`src/design/esd_pkg.sv`:
```
// Package for the escape sequence decoder: character constants, decode modes,
// the queue entry type and digit helper functions.
// Depends on nothing; the top, front, queue and back design files import it.
package esd_pkg;

    localparam int QUEUE_AW_DEF = 2;

    localparam logic [7:0] CH_BSLASH = 8'h5C;
    localparam logic [7:0] CH_X      = 8'h78;
    localparam logic [7:0] CH_R      = 8'h72;
    localparam logic [7:0] CH_N      = 8'h6E;
    localparam logic [7:0] CH_T      = 8'h74;
    localparam logic [7:0] CH_CR     = 8'h0D;
    localparam logic [7:0] CH_LF     = 8'h0A;
    localparam logic [7:0] CH_TAB    = 8'h09;

    typedef enum logic [2:0] {
        MODE_NORMAL = 3'd0,
        MODE_ESC    = 3'd1,
        MODE_HEX1   = 3'd2,
        MODE_HEX2   = 3'd3,
        MODE_OCT1   = 3'd4,
        MODE_OCT2   = 3'd5
    } mode_t;

    // All results caused by one accepted item.
    typedef struct packed {
        logic [2:0][7:0] bytes;
        logic [1:0]      cnt;
        logic            bvalid;
        logic            last;
    } bundle_t;

    function automatic logic is_octal(input logic [7:0] b);
        return (b >= 8'h30) && (b <= 8'h37);
    endfunction

    function automatic logic is_hex(input logic [7:0] b);
        return ((b >= 8'h30) && (b <= 8'h39)) || ((b >= 8'h41) && (b <= 8'h46))
            || ((b >= 8'h61) && (b <= 8'h66));
    endfunction

    function automatic logic [3:0] hex_val(input logic [7:0] b);
        logic [3:0] v;
        if (b <= 8'h39) begin
            v = b[3:0];
        end else begin
            v = b[3:0] + 4'd9;
        end
        return v;
    endfunction

endpackage

```
`src/design/escape_sequence_decoder_top.sv`:
```
// Top level of the escape sequence decoder.
// Instantiates esd_front, esd_queue and esd_back; depends on esd_pkg.
//
// The slave channel takes one raw byte of a C-style escaped string per item,
// with s_tlast on the final byte. The master channel gives decoded bytes, each
// with a flag that the byte is real, a flag on the last result caused by an
// input item, and m_tlast on the final result of the string. A string whose
// final byte yields nothing gives one result with the byte flag clear.
// An accepted item is written into the bundle queue, and its results are
// then loaded from it into the output register. The front accepts one item
// per cycle as long as the four-entry bundle queue has room; the back gives
// one result per cycle while the queue holds one and the receiver is ready,
// and items that yield nothing, but for a string's final byte, skip the queue.
// When the receiver stalls, the output register holds its result, the queue
// fills, and s_tready falls once it is full.
// Reset empties the queue, clears the output valid flag and returns the
// decoder to normal mode with cleared hold registers.
module escape_sequence_decoder_top import esd_pkg::*; #(
    parameter int QUEUE_AW = QUEUE_AW_DEF
) (
    input  logic       aclk,
    input  logic       aresetn,
    input  logic       s_tvalid,
    output logic       s_tready,
    input  logic [7:0] s_tdata,   // in_byte
    input  logic       s_tlast,
    output logic       m_tvalid,
    input  logic       m_tready,
    output logic [7:0] m_tdata,   // out_byte
    output logic [1:0] m_tuser,   // byte_valid, run_last
    output logic       m_tlast
);

    bundle_t push_data, head;
    logic    push, pop, full, empty;

    esd_front u_front (
        .aclk     (aclk),
        .aresetn  (aresetn),
        .s_tvalid (s_tvalid),
        .s_tready (s_tready),
        .s_tdata  (s_tdata),
        .s_tlast  (s_tlast),
        .q_full   (full),
        .q_push   (push),
        .q_data   (push_data)
    );

    esd_queue #(
        .QUEUE_AW (QUEUE_AW)
    ) u_queue (
        .aclk      (aclk),
        .aresetn   (aresetn),
        .push      (push),
        .push_data (push_data),
        .pop       (pop),
        .full      (full),
        .empty     (empty),
        .head      (head)
    );

    esd_back u_back (
        .aclk     (aclk),
        .aresetn  (aresetn),
        .q_empty  (empty),
        .q_head   (head),
        .q_pop    (pop),
        .m_tvalid (m_tvalid),
        .m_tready (m_tready),
        .m_tdata  (m_tdata),
        .m_tuser  (m_tuser),
        .m_tlast  (m_tlast)
    );

endmodule

```
`src/design/esd_front.sv`:
```
// Front part of the escape sequence decoder: accepts raw bytes, tracks the
// escape mode and builds the list of decoded bytes for each item.
// Depends on esd_pkg.
module esd_front import esd_pkg::*; (
    input  logic       aclk,
    input  logic       aresetn,
    input  logic       s_tvalid,
    output logic       s_tready,
    input  logic [7:0] s_tdata,
    input  logic       s_tlast,
    input  logic       q_full,
    output logic       q_push,
    output bundle_t    q_data
);

    mode_t           mode_reg, mode_next, mode_step;
    logic [7:0]      hf_reg, hf_next, hf_step;
    logic [7:0]      hs_reg, hs_next, hs_step;
    logic            accept;
    logic [2:0][7:0] e;
    logic [1:0]      n;
    logic [7:0]      b;

    assign b        = s_tdata;
    assign s_tready = !q_full;
    assign accept   = s_tvalid && !q_full;

    always_comb begin
        mode_step = mode_reg;
        hf_step   = hf_reg;
        hs_step   = hs_reg;
        case (mode_reg)
            MODE_ESC: begin
                if (b == CH_X) begin
                    mode_step = MODE_HEX1;
                end else if (is_octal(b)) begin
                    hf_step   = b;
                    mode_step = MODE_OCT1;
                end else begin
                    mode_step = MODE_NORMAL;
                end
            end
            MODE_HEX1: begin
                if (is_hex(b)) begin
                    hf_step   = b;
                    mode_step = MODE_HEX2;
                end else begin
                    mode_step = MODE_NORMAL;
                end
            end
            MODE_HEX2: mode_step = MODE_NORMAL;
            MODE_OCT1: begin
                if (is_octal(b)) begin
                    hs_step   = b;
                    mode_step = MODE_OCT2;
                end else begin
                    mode_step = (b == CH_BSLASH) ? MODE_ESC : MODE_NORMAL;
                end
            end
            MODE_OCT2: begin
                if (is_octal(b)) begin
                    mode_step = MODE_NORMAL;
                end else begin
                    mode_step = (b == CH_BSLASH) ? MODE_ESC : MODE_NORMAL;
                end
            end
            default: mode_step = (b == CH_BSLASH) ? MODE_ESC : MODE_NORMAL;
        endcase
        mode_next = mode_reg;
        hf_next   = hf_reg;
        hs_next   = hs_reg;
        if (accept) begin
            mode_next = s_tlast ? MODE_NORMAL : mode_step;
            hf_next   = s_tlast ? 8'h00 : hf_step;
            hs_next   = s_tlast ? 8'h00 : hs_step;
        end
    end

    always_comb begin
        e = '0;
        n = 2'd0;
        case (mode_reg)
            MODE_ESC: begin
                if (b == CH_R) begin
                    e[n] = CH_CR;
                    n = n + 2'd1;
                end else if (b == CH_N) begin
                    e[n] = CH_LF;
                    n = n + 2'd1;
                end else if (b == CH_T) begin
                    e[n] = CH_TAB;
                    n = n + 2'd1;
                end else if ((b != CH_X) && !is_octal(b)) begin
                    e[n] = b;
                    n = n + 2'd1;
                end
            end
            MODE_HEX1: begin
                if (!is_hex(b)) begin
                    e[0] = CH_X;
                    e[1] = b;
                    n = 2'd2;
                end
            end
            MODE_HEX2: begin
                if (is_hex(hf_reg) && is_hex(b)) begin
                    e[0] = {hex_val(hf_reg), hex_val(b)};
                    n = 2'd1;
                end else begin
                    e[0] = CH_X;
                    e[1] = hf_reg;
                    e[2] = b;
                    n = 2'd3;
                end
            end
            MODE_OCT1: begin
                if (!is_octal(b)) begin
                    e[n] = hf_reg;
                    n = n + 2'd1;
                    if (b != CH_BSLASH) begin
                        e[n] = b;
                        n = n + 2'd1;
                    end
                end
            end
            MODE_OCT2: begin
                if (is_octal(b)) begin
                    e[n] = {hf_reg[1:0], hs_reg[2:0], b[2:0]};
                    n = n + 2'd1;
                end else begin
                    e[n] = hf_reg;
                    n = n + 2'd1;
                    e[n] = hs_reg;
                    n = n + 2'd1;
                    if (b != CH_BSLASH) begin
                        e[n] = b;
                        n = n + 2'd1;
                    end
                end
            end
            default: begin
                if (b != CH_BSLASH) begin
                    e[n] = b;
                    n = n + 2'd1;
                end
            end
        endcase
        if (s_tlast) begin
            case (mode_step)
                MODE_HEX1: begin
                    e[n] = CH_X;
                    n = n + 2'd1;
                end
                MODE_HEX2: begin
                    e[n] = CH_X;
                    n = n + 2'd1;
                    e[n] = hf_step;
                    n = n + 2'd1;
                end
                MODE_OCT1: begin
                    e[n] = hf_step;
                    n = n + 2'd1;
                end
                MODE_OCT2: begin
                    e[n] = hf_step;
                    n = n + 2'd1;
                    e[n] = hs_step;
                    n = n + 2'd1;
                end
                default: ;
            endcase
        end
        q_data.bytes  = e;
        q_data.cnt    = (n == 2'd0) ? 2'd1 : n;
        q_data.bvalid = (n != 2'd0);
        q_data.last   = s_tlast;
        q_push        = accept && ((n != 2'd0) || s_tlast);
    end

    always_ff @(posedge aclk) begin
        if (!aresetn) begin
            mode_reg <= MODE_NORMAL;
            hf_reg   <= 8'h00;
            hs_reg   <= 8'h00;
        end else begin
            mode_reg <= mode_next;
            hf_reg   <= hf_next;
            hs_reg   <= hs_next;
        end
    end

endmodule

```
`src/design/esd_queue.sv`:
```
// Short queue of decoded bundles between the front and back parts.
// Depends on esd_pkg for the entry type.
module esd_queue import esd_pkg::*; #(
    parameter int QUEUE_AW = QUEUE_AW_DEF
) (
    input  logic    aclk,
    input  logic    aresetn,
    input  logic    push,
    input  bundle_t push_data,
    input  logic    pop,
    output logic    full,
    output logic    empty,
    output bundle_t head
);

    localparam int DEPTH = 1 << QUEUE_AW;

    bundle_t             entries [DEPTH];
    logic [QUEUE_AW:0]   wr_ptr_reg, wr_ptr_next;
    logic [QUEUE_AW:0]   rd_ptr_reg, rd_ptr_next;

    assign empty = (wr_ptr_reg == rd_ptr_reg);
    assign full  = (wr_ptr_reg[QUEUE_AW] != rd_ptr_reg[QUEUE_AW])
                && (wr_ptr_reg[QUEUE_AW-1:0] == rd_ptr_reg[QUEUE_AW-1:0]);
    assign head  = entries[rd_ptr_reg[QUEUE_AW-1:0]];

    assign wr_ptr_next = wr_ptr_reg + {{QUEUE_AW{1'b0}}, (push && !full)};
    assign rd_ptr_next = rd_ptr_reg + {{QUEUE_AW{1'b0}}, (pop && !empty)};

    always_ff @(posedge aclk) begin
        if (push && !full) begin
            entries[wr_ptr_reg[QUEUE_AW-1:0]] <= push_data;
        end
    end

    always_ff @(posedge aclk) begin
        if (!aresetn) begin
            wr_ptr_reg <= '0;
            rd_ptr_reg <= '0;
        end else begin
            wr_ptr_reg <= wr_ptr_next;
            rd_ptr_reg <= rd_ptr_next;
        end
    end

endmodule

```
`src/design/esd_back.sv`:
```
// Back part of the escape sequence decoder: walks each queued bundle one
// result at a time into the output register.
// Depends on esd_pkg.
module esd_back import esd_pkg::*; (
    input  logic       aclk,
    input  logic       aresetn,
    input  logic       q_empty,
    input  bundle_t    q_head,
    output logic       q_pop,
    output logic       m_tvalid,
    input  logic       m_tready,
    output logic [7:0] m_tdata,
    output logic [1:0] m_tuser,
    output logic       m_tlast
);

    logic [1:0] idx_reg, idx_next;
    logic       valid_reg, valid_next;
    logic [7:0] byte_reg;
    logic       bvalid_reg, run_last_reg, end_reg;
    logic       load, fin;

    assign load  = !q_empty && (!valid_reg || m_tready);
    assign fin   = (idx_reg == (q_head.cnt - 2'd1));
    assign q_pop = load && fin;

    always_comb begin
        idx_next = idx_reg;
        if (load) begin
            idx_next = fin ? 2'd0 : idx_reg + 2'd1;
        end
        valid_next = valid_reg;
        if (load) begin
            valid_next = 1'b1;
        end else if (m_tready) begin
            valid_next = 1'b0;
        end
    end

    always_ff @(posedge aclk) begin
        if (!aresetn) begin
            idx_reg   <= 2'd0;
            valid_reg <= 1'b0;
        end else begin
            idx_reg   <= idx_next;
            valid_reg <= valid_next;
        end
    end

    always_ff @(posedge aclk) begin
        if (load) begin
            byte_reg     <= q_head.bytes[idx_reg];
            bvalid_reg   <= q_head.bvalid;
            run_last_reg <= fin;
            end_reg      <= fin && q_head.last;
        end
    end

    assign m_tvalid = valid_reg;
    assign m_tdata  = byte_reg;
    assign m_tuser  = {run_last_reg, bvalid_reg};
    assign m_tlast  = end_reg;

endmodule

```
`config.mk`:
```
export PLATFORM = sky130hd
export DESIGN_NAME = escape_sequence_decoder_top
export DESIGN_NICKNAME = d
export VERILOG_FILES = /design/src/design/esd_pkg.sv /design/src/design/escape_sequence_decoder_top.sv /design/src/design/esd_front.sv /design/src/design/esd_queue.sv /design/src/design/esd_back.sv
export SDC_FILE = /design/constraint.sdc
export NUM_CORES = 1
export LEC_CHECK = 0
export BUFFER_PORTS_ARGS = -buffer_cell sky130_fd_sc_hd__buf_2
export CORE_MARGIN = 10
export CORE_UTILIZATION = 60
export DETAILED_ROUTE_END_ITERATION = 16
export HOLD_SLACK_MARGIN = 0.03
export PLACE_DENSITY = 0.82
export SKIP_LAST_GASP = 1
export SLEW_MARGIN = 20
export SYNTH_ARGS = -nofsm -noshare
export SYNTH_HDL_FRONTEND = slang
export SYNTH_SLANG_ARGS = --single-unit
```
`constraint.sdc`:
```
create_clock -name aclk -period 16.1 [get_ports aclk]
set_input_delay 4.83 -clock aclk [delete_from_list [all_inputs] [get_ports aclk]]
set_output_delay 4.83 -clock aclk [all_outputs]
set_load 0.02 [all_outputs]
```
# Yosys cells after proc, flatten, opt, wreduce, memory -nomap -nowiden

Memory sizes are Yosys's and may differ from the RTL's. A register that Yosys moved wholly into a read port is not among the register bits.
Index checks and enable logic that the tools add are counted.

Equality and inequality tests: 20
Mux-type cells: 64
Reductions and logical operators: 34
Magnitude comparators: 18
Add/sub/neg operators: 8
Bitwise operators: 3

Operators with widths:

| cell                                                              | count |
|---|---|
| two-way mux 8 bit                                                 | 17 |
| case mux 24 bit (4 select lines)                                  | 1 |
| bitwise mux 24 bit                                                | 3 |
| two-way mux 16 bit                                                | 4 |
| equality test 8 x 7 -> 1 bit, second input constant               | 5 |
| case mux 8 bit (5 select lines)                                   | 1 |
| demux 8 bit (select 2 bit)                                        | 2 |
| greater-or-equal comparator 8 x 7 -> 1 bit, second input constant | 4 |
| <= comparator 8 x 7 -> 1 bit, second input constant               | 4 |
| case mux 8 bit (2 select lines)                                   | 2 |
| case mux 8 bit (4 select lines)                                   | 1 |
| two-way mux 2 bit                                                 | 13 |
| <= comparator 8 x 6 -> 1 bit, second input constant               | 3 |
| two-way mux 24 bit                                                | 1 |
| logical AND 1 bit                                                 | 19 |
| binary-select mux 8 bit (select 2 bit)                            | 1 |
| greater-or-equal comparator 8 x 6 -> 1 bit, second input constant | 2 |
| inequality test 8 x 7 -> 1 bit, second input constant             | 2 |
| two-way mux 3 bit                                                 | 5 |
| case mux 3 bit (5 select lines)                                   | 1 |
| AND 12 bit                                                        | 1 |
| equality test 3 x 2 -> 1 bit, second input constant               | 4 |
| equality test 3 bit, second input constant                        | 4 |
| NOT 12 bit                                                        | 1 |
| other kinds (20)                                                  | 46 |

Register bits: 39
Word-level logic and storage cells: 159
Input port bits: 13
Output and inout bits: 13
Memory bits (writable): 112
Memories: 1

Memory list:

| memory          | words | width | rd ports | clocked after memory_dff | wr ports | RTL line        | text |
|---|---|---|---|---|---|---|---|
| u_queue.entries | 4     | 28    | 1        | 1                        | 1        | esd_queue.sv:18 | `bundle_t entries [DEPTH];` |

# Longest topological paths before layout

Gate-level depths: netlist (run 1).

Depth in word-level cells: 19
Depth in mapped cells: 17

# Cells and area by module

A second synthesis (run 1) with hierarchy kept.

Cell total of the unflattened synthesis: 707
Area total of the unflattened synthesis: 8335.5 µm²

By module, submodules not included:

| module    | cells an instance | instances | area an instance (µm²) |
|---|---|---|---|
| esd_queue | 183               | 1         | 4488.1 |
| esd_front | 460               | 1         | 3139.3 |
| esd_back  | 64                | 1         | 708.2 |

# Worst setup path before layout (run 1)

OpenSTA, ideal clock, no wires.

Path kind: input to register
From: input port s_tdata[0]
To: memory u_queue.entries[2][0] (netlist bit), enable pin
Stages on the path: 12
Setup slack: 6.978 ns
Arrival time: 8.668 ns
Buffers on the path: 2
Library setup time: 0.454 ns
Path through: buf_2 inv_1 ha_1 nand2_1 or3_1 clkbuf_1 nand2_1 o21ai_0 o31a_1 inv_2 o31ai_2 nor3b_1

Longest elaborated chain between the ends: 19
Elaborated cells on any way between the ends: 58

RTL lines:

| what                                                                                       | RTL line                          | text |
|---|---|---|
| start, declared                                                                            | escape_sequence_decoder_top.sv:25 | `input logic [7:0] s_tdata,` |
| greater-or-equal comparator 8 x 6 -> 1 bit or <= comparator 8 x 6 -> 1 bit (tied branches) | esd_pkg.sv:35, esd_pkg.sv:39      |  |
| logical AND 1 bit                                                                          | esd_pkg.sv:35                     | `return (b >= 8'h30) && (b <= 8'h37);` |
| zero test 1 bit                                                                            | --                                |  |
| logical AND 1 bit                                                                          | esd_front.sv:93                   | `end else if ((b != CH_X) && !is_octal(b)) begin` |
| two-way mux 1 bit                                                                          | esd_front.sv:93                   |  |
| two-way mux 2 bit                                                                          | esd_front.sv:90                   | `end else if (b == CH_T) begin` |
| two-way mux 2 bit                                                                          | esd_front.sv:87                   | `end else if (b == CH_N) begin` |
| two-way mux 2 bit                                                                          | esd_front.sv:84                   | `if (b == CH_R) begin` |
| [... 3 more ...]                                                                           | --                                |  |
| case mux 2 bit (2 select lines)                                                            | esd_front.sv:149                  | `case (mode_step)` |
| two-way mux 2 bit *                                                                        | esd_front.sv:148                  | `if (s_tlast) begin` |
| nonzero test 2 bit *                                                                       | esd_front.sv:177                  | `q_push = accept && ((n != 2'd0) \|\| s_tlast);` |
| logical OR 1 bit *                                                                         | esd_front.sv:177                  |  |
| logical AND 1 bit *                                                                        | esd_front.sv:177                  |  |
| logical AND 1 bit *                                                                        | esd_queue.sv:31                   | `if (push && !full) begin` |
| two-way mux 1 bit *                                                                        | esd_queue.sv:31                   |  |
| two-way mux 1 bit (not written as such) *                                                  | esd_queue.sv:32                   | `entries[wr_ptr_reg[QUEUE_AW-1:0]] <= push_data;` |
| end, declared                                                                              | esd_queue.sv:18                   |  |

Mark *: on every way between the ends. The rest lies on a longest branch, timed or not.

==> impl_results.md, run 1 <==
- Status: complete, no violations
- Power per cell area: around 120 nW/um2
- Post-synthesis sequential area ratio: 52.2%
- Worst path depth: 14
- Share of layout cells above drive strength 1: between 10% and 20%
- Total core area: between 10000 and 15000 um2
- Final setup fails: 0
- Crit path capture type: register
- Largest net degree at the start of global routing: 31
- Antenna Nets Post-Route: 0
- Maximum clock path buffer count: 2
- Period utilization: about 52%
- Global-route wire length before repair: 38200 um
- Leading register cell type out of synthesis: edfxtp_1
- DRT Wirelength: about 25000 um
- Grt ovf: 0
- Syn Inst Count: approximately 700
- CTS Buf Count: 17
- Peak supply drop: between 0.07 and 0.08 mV
- Ant. Diodes: 0
- Crit-path cells: buf_2, inv_1, ha_1, and2_1, o311ai_4, nand2_1, o22ai_1, a21o_1, ha_1, inv_1, o21a_1, and2_1, o21ai_1, o221ai_1
- H-tree Lvls: 4
- Die Ht: ~140 um
- Initial Utilization: between 60% and 70%
- WP buf/inv: 3
- Vias in the first global route: about 6300
- Crit path kind: in2reg
- Ports: 26
- Leakage power: between 2 and 3 nW
- Overall routing resource usage: between 20% and 30%
- Hpwl dp: between 15000 and 20000 um
- Site row count: 42
- Max Clk Rate: approximately 120 MHz
- CP startpoint kind: input pin
- Setup repair bufs after CTS: 0
- Max-cap violations: 0
- Reg2Reg Depth: 13
- Sequential Area: about 4300 um2
- Post-cts gate resize count: 0
- Fill count: approximately 970
- HP Class: reg2reg
- Crit Reg-Reg Startpoint: u_front.hf_reg[1]
- Syn nets: 723
- Skew final: approximately 0.015 ns
- RePlAce Congestion: ~1
- Max Slew Vio Count: 0
- Register bit total from synthesis: approximately 150
- Clock net sink count: roughly 150
- Delay-heaviest family, CP: compound AO/OA/AOI/OAI gates
- Layout area overhead: 9.47%
- Max reg flops: about 110
- Relative slew slack: around 44%
- Hold Crit Start: u_front.hs_reg[6]
- Worst Setup SP: s_tdata[0]
- Crit path DAT: roughly 8.4 ns
- Number of synthesized flops with an enable pin: roughly 120
- DRC Markers: 0
- Clk slew on worst S/H paths: 0.07 ns
- Drt initial violations: 905
- Root Buffer: clkbuf_16
- Via density: 7.23
- Port bufs: 25
- CTS Hold Buffers Added: 0
- Mapped cell area: between 8000 and 9000 um2
- Yosys synthesis warning count: 0
- Die area: between 15000 and 20000 um2
- CTS tree: built
- Multi-input logic area: between 3000 and 4000 um2
- Die Width: between 100 and 150 um
- Hold path cells: 1
- DR vias: roughly 6400
- Slowest stage delay, CP: 0.47 ns
- RSZ-0062 raised after global routing: false
- Syn_area_per_cell: between 10 and 15 um2
- PnR Total Power: ~0.0011 W
- Setup_tns: 0 ns
- Wirelength per Cell: 28.4 um
- Asr flop ratio synth: 0%
- Worst skew pair latency: 0.43 ns
- Fin nets: ~730
- Synth unique cells: 83
- Req. time, crit path: 16.18 ns
- Slowest CP cell: o311ai_4
- Initial DRT Pass Iterations: 8
- Fin. Hold Viols: 0
- Worst-margin pin slew: around 0.83 ns
- Crit Path Max Fanout: 11
- Antenna violations before repair: 0
- Minimum clock period: between 8 and 9 ns
==> routing by layer <==
metal  track usage [%]  share of wire [%]
met1              34.2                 37
met4              12.9                4.4
met2              45.1                 49
met3              5.35                9.3
met5                 0                  0
==> final timing paths <==
check	slack [ns]	end
worst max-delay path	7.78	u_queue.entries[1][5]
worst min-delay path	0.49	u_front.hs_reg[6]
worst max register to register	11.82	u_queue.entries[1][5]
worst min register to register	0.49	u_front.hs_reg[6]
==> kinds of logic (layout without fill, tap and decap cells) <==
kind of cell               after synthesis  count (layout)  synth area share, %
buffers and inverters                   77              96                 4.05
DFF                                    151             151                 52.2
and+or+nand+nor                        187             187                 12.3
AOI/OAI and AO/OA                      211             211                 18.6
muxes                                   39              39                 9.10
adders and majority gates               17              17                 2.61
xor gates and xnor gates                11              11                 1.18
==> cells in the final DEF (no fill, tap or decap), types with 6 or more instances in the layout <==
cell / instances
edfxtp_1: 123
nand2_1: 53
o21ai_0: 37
a21oi_1: 29
nor2_1: 29
mux4_2: 28
inv_1: 27
dfxtp_1: 27
buf_2: 25
a22oi_1: 18
ha_1: 17
clkbuf_16: 17
o22ai_1: 16
nor2b_1: 16
and2_1: 15
nand3_1: 14
nor3_1: 13
o21ai_1: 13
a31oi_1: 12
mux2i_1: 10
buf_4: 10
nand2b_1: 9
and3_1: 9
a32oi_1: 8
o21a_1: 7
xor2_1: 6
a21o_1: 6
==> worst register-to-register path, stage by stage, from the launching register on <==
cell and delay (ns):
dfxtp_1 0.66, inv_1 0.13, ha_1 0.21, or3b_1 0.35
a41oi_1 0.40, nor2_1 0.11, o22ai_1 0.18, a21o_1 0.30
ha_1 0.47, inv_1 0.11, o21a_1 0.23, and2_1 0.18
o21ai_1 0.29, o221ai_1 0.30
==> per-stage QoR <==
step	hold WS, ns	utilization [%]	instances	setup WS, ns	area (um2)
floorplan	0.441	-	693	6.98	8150
global placement	0.467	62.9	856	7.60	8360
detailed placement	0.468	62.9	856	7.52	8360
CTS	0.484	67.1	888	7.91	8920
global route	0.491	67.1	888	7.48	8920
finish	0.492	67.1	888	7.78	8920
==> Yosys cell counts (all sizes together) (8+ instances only) <==
library cell  instances  area share (%)
dfxtp                28             6.9
clkbuf               25             1.2
inv                  29             1.3
mux4                 28             7.7
a21oi                31             2.1
mux2i                10             1.2
ha                   17             2.6
o21ai                50             3.1
and3                  9            0.69
o22ai                17             1.4
a22oi                18             1.7
a31oi                12            0.92
and2                 15             1.2
nand2b                9            0.69
nor3                 15            0.98
a32oi                 8            0.86
nor2                 30             1.4
buf                  23             1.6
nand3                14            0.86
edfxtp              123              45
nor2b                16             1.2
nand2                53             2.4
==> layout make-up <==
type                    instances  share of cell area (%)
flip-flops and latches        151                    47.7
multi-input cells             465                    40.1
clock buffers                  18                    4.81
well taps                     176                    2.47
repair buffers                 35                    2.24
clock inverters                14                    1.40
inverters                      29                    1.22
==> power by group <==
group	leakage (nW)	switching [W]	internal (W)
clock network	0.264	0.000166	0.000214
registers	1.36	0.0000389	0.000463
logic	1.34	0.000109	0.0000863
total	2.97	0.000314	0.000764
(Power assumes the default switching activity.)
==> run 2, diff against run 1 <==
==> constraint.sdc (replaced) <==
create_clock -name aclk -period 8.2 [get_ports aclk]
set_input_delay 2.46 -clock aclk [delete_from_list [all_inputs] [get_ports aclk]]
set_output_delay 2.46 -clock aclk [all_outputs]
set_load 0.02 [all_outputs]
==> run 2 against run 1 <==
  * Sequential share of layout area shrank 0.18 points
  * Sequential cell count unchanged
  * Non-clock buffer count is 1 lower
  * Die area is the same
  * Register-to-register slack worse by 7.8 ns
  * Worst hold slack hardly changed
  * Critical path type unchanged
  * Largest power group unchanged
==> impl_results.md, run 2 (same netlist as run 1, synthesis figures left out) <==
- CP startpoint kind: input pin
- Relative slew slack: 37.1% (-7.1 points)
- CTS Hold Buffers Added: 0 (unchanged)
- Period utilization: roughly 74%
- Initial Utilization: 61.3% (unchanged)
- Crit path kind: in2reg
- Drt initial violations: 1026 (+13%)
- Slowest CP cell: ha_1
- Antenna violations before repair: 0 (unchanged)
- Slowest stage delay, CP: 0.69 ns (+0.22 ns)
- Hpwl dp: 16300 um (-2.7%)
- Placed Area: 8360 um2 (about the same)
- Crit Path Max Fanout: 22 (+11)
- Setup repair bufs after CTS: 0 (unchanged)
- Commonest non-fill, non-tap cell in the layout: edfxtp_1
- Crit-path cells: buf_2, inv_1, ha_1, nand2_1, or3_1, nand2_1, o22ai_1, a21o_1, inv_1, ha_1, a32oi_1, o311ai_1
- WP buf/inv: 3 (unchanged)
- Skew final: 0.00988 ns (-0.00538 ns)
- DRT Wirelength: 24200 um (-3.8%)
- DRC Markers: 0 (unchanged)
- Die Width: 137 um (unchanged)
- Largest net degree at the start of global routing: 31 (unchanged)
- Worst-margin pin slew: 0.934 ns (+0.100 ns)
- Ports: 26 (unchanged)
- CTS tree: built
- Max-cap violations: 0 (unchanged)
- Wirelength per Cell: 27.3 um (-3.7%)
- RePlAce Congestion: 0.983 (-1.1%)
- Fin. Hold Viols: 0 (unchanged)
- Ant. Diodes: 0 (unchanged)
- Vias in the first global route: 6219 (-0.65%)
- Max reg flops: 112 (unchanged)
- Clock net sink count: 151 (unchanged)
- Delay-heaviest family, CP: compound AO/OA/AOI/OAI gates
- Final setup fails: 0 (unchanged)
- Status: complete, no violations
- Peak supply drop: 0.136 mV (+85%)
- Leakage power: 2.98 nW (+0.30%)
- Minimum clock period: approximately 6.0 ns
- Global-route wire length before repair: 37600 um (-1.5%)
- Overall routing resource usage: 26.7% (-0.70 points)
- Power per cell area: 240 nW/um2 (+99%)
- Setup WS pre-CTS: 1.93 ns (-5.58 ns)
- PnR Total Power: 0.00215 W (+100%)
- Via density: 7.22 (-0.12%)
- H-tree Lvls: 4 (unchanged)
- Maximum clock path buffer count: 2 (unchanged)
- Post-cts gate resize count: 0 (unchanged)
- HP Class: reg2reg
- Worst skew pair latency: 0.42 ns (about the same)
- Grt ovf: 0 (unchanged)
- Root Buffer: clkbuf_16
- Port bufs: 25 (unchanged)
- Layout area overhead: 9.83%
- CTS Buf Count: 17 (unchanged)
- Max Clk Rate: approximately 170 MHz
- Fin nets: 728 (-0.14%)
- Most frequent cells in the layout: 123 x edfxtp_1, 53 x nand2_1, 37 x o21ai_0
- Fill count: 928 (-3.9%)
- Clk slew on worst S/H paths: 0.07 ns (about the same)
- Max Slew Vio Count: 0 (unchanged)
- Total core area: 13300 um2 (unchanged)
- Die area: 18600 um2 (unchanged)
- DR vias: 6405 (-0.23%)
- Final Instance Area: 8950 um2 (+0.32%)
- Site row count: 42 (unchanged)
- Die Ht: 137 um (unchanged)
- Final worst setup slack: 2.16 ns (-5.61 ns)
- Setup_tns: 0 ns (unchanged)
- Initial DRT Pass Iterations: 6 (-2)
- Share of layout cells above drive strength 1: 17.2% (+0.16 points)
- Antenna Nets Post-Route: 0 (unchanged)
- Crit path DAT: 6.17 ns (-2.23 ns)
- Crit path capture type: register
- Req. time, crit path: 8.34 ns (-7.84 ns)
- RSZ-0062 raised after global routing: false
- Fin Hold WS: 0.492 ns (+0.000475 ns)
[run 2: area by class of cell]
cell class              count  area, um2  share of cell area, %
well taps                 176        220                   2.46
flip-flops and latches    151       4260                   47.5
multi-input cells         465       3580                   40.0
repair buffers             34        193                   2.15
clock inverters            14        164                   1.83
clock buffers              18        429                   4.80
inverters                  29        109                   1.22
[run 2: report_power, final]
group	total, W	switching (W)	internal, W	leakage [nW]
logic	0.000422	0.000249	0.000173	1.34
clock network	0.000788	0.000331	0.000457	0.280
registers	0.000940	0.0000317	0.000908	1.36
[run 2: worst paths after layout]
kind / start / depth (start not counted) / to / slack (ns)
setup / recovery: s_tdata[1] / 12 / u_queue.entries[2][14] / 2.16
hold / removal: u_front.hs_reg[6] / 1 / u_front.hs_reg[6] / 0.49
setup reg to reg: u_front.hf_reg[1] / 13 / u_queue.entries[3][24] / 4.00
hold reg to reg: u_front.hs_reg[6] / 1 / u_front.hs_reg[6] / 0.49
[run 2: per-stage QoR]
| stage | utilization [%] | instances |
|---|---|---|
| 3_5_place_dp | 62.9 | 855 |
| 4_1_cts | 67.3 | 887 |
| 6_report | 67.3 | 887 |
| 3_3_place_gp | 62.9 | 855 |
| 2_1_floorplan | - | 693 |
| 5_1_grt | 67.3 | 887 |
[run 2: worst register-to-register path: stages, from the launching register on]
cell,delay [ns]
dfxtp_1,0.63
inv_1,0.14
ha_1,0.22
or3b_1,0.36
a41oi_1,0.38
nor2_1,0.11
o22ai_1,0.14
a21o_1,0.30
inv_1,0.13
ha_1,0.48
nor2b_1,0.31
o21ai_0,0.13
a31o_2,0.25
a31oi_1,0.38
[run 2: layer usage]
layer  up-vias  part of all wire, %  track usage, %
li1       2700                    -               -
met1      3116                   38            33.8
met2       483                   48            42.9
met3       106                  9.2            4.77
met4         0                  5.2            14.2
met5         -                    0               0
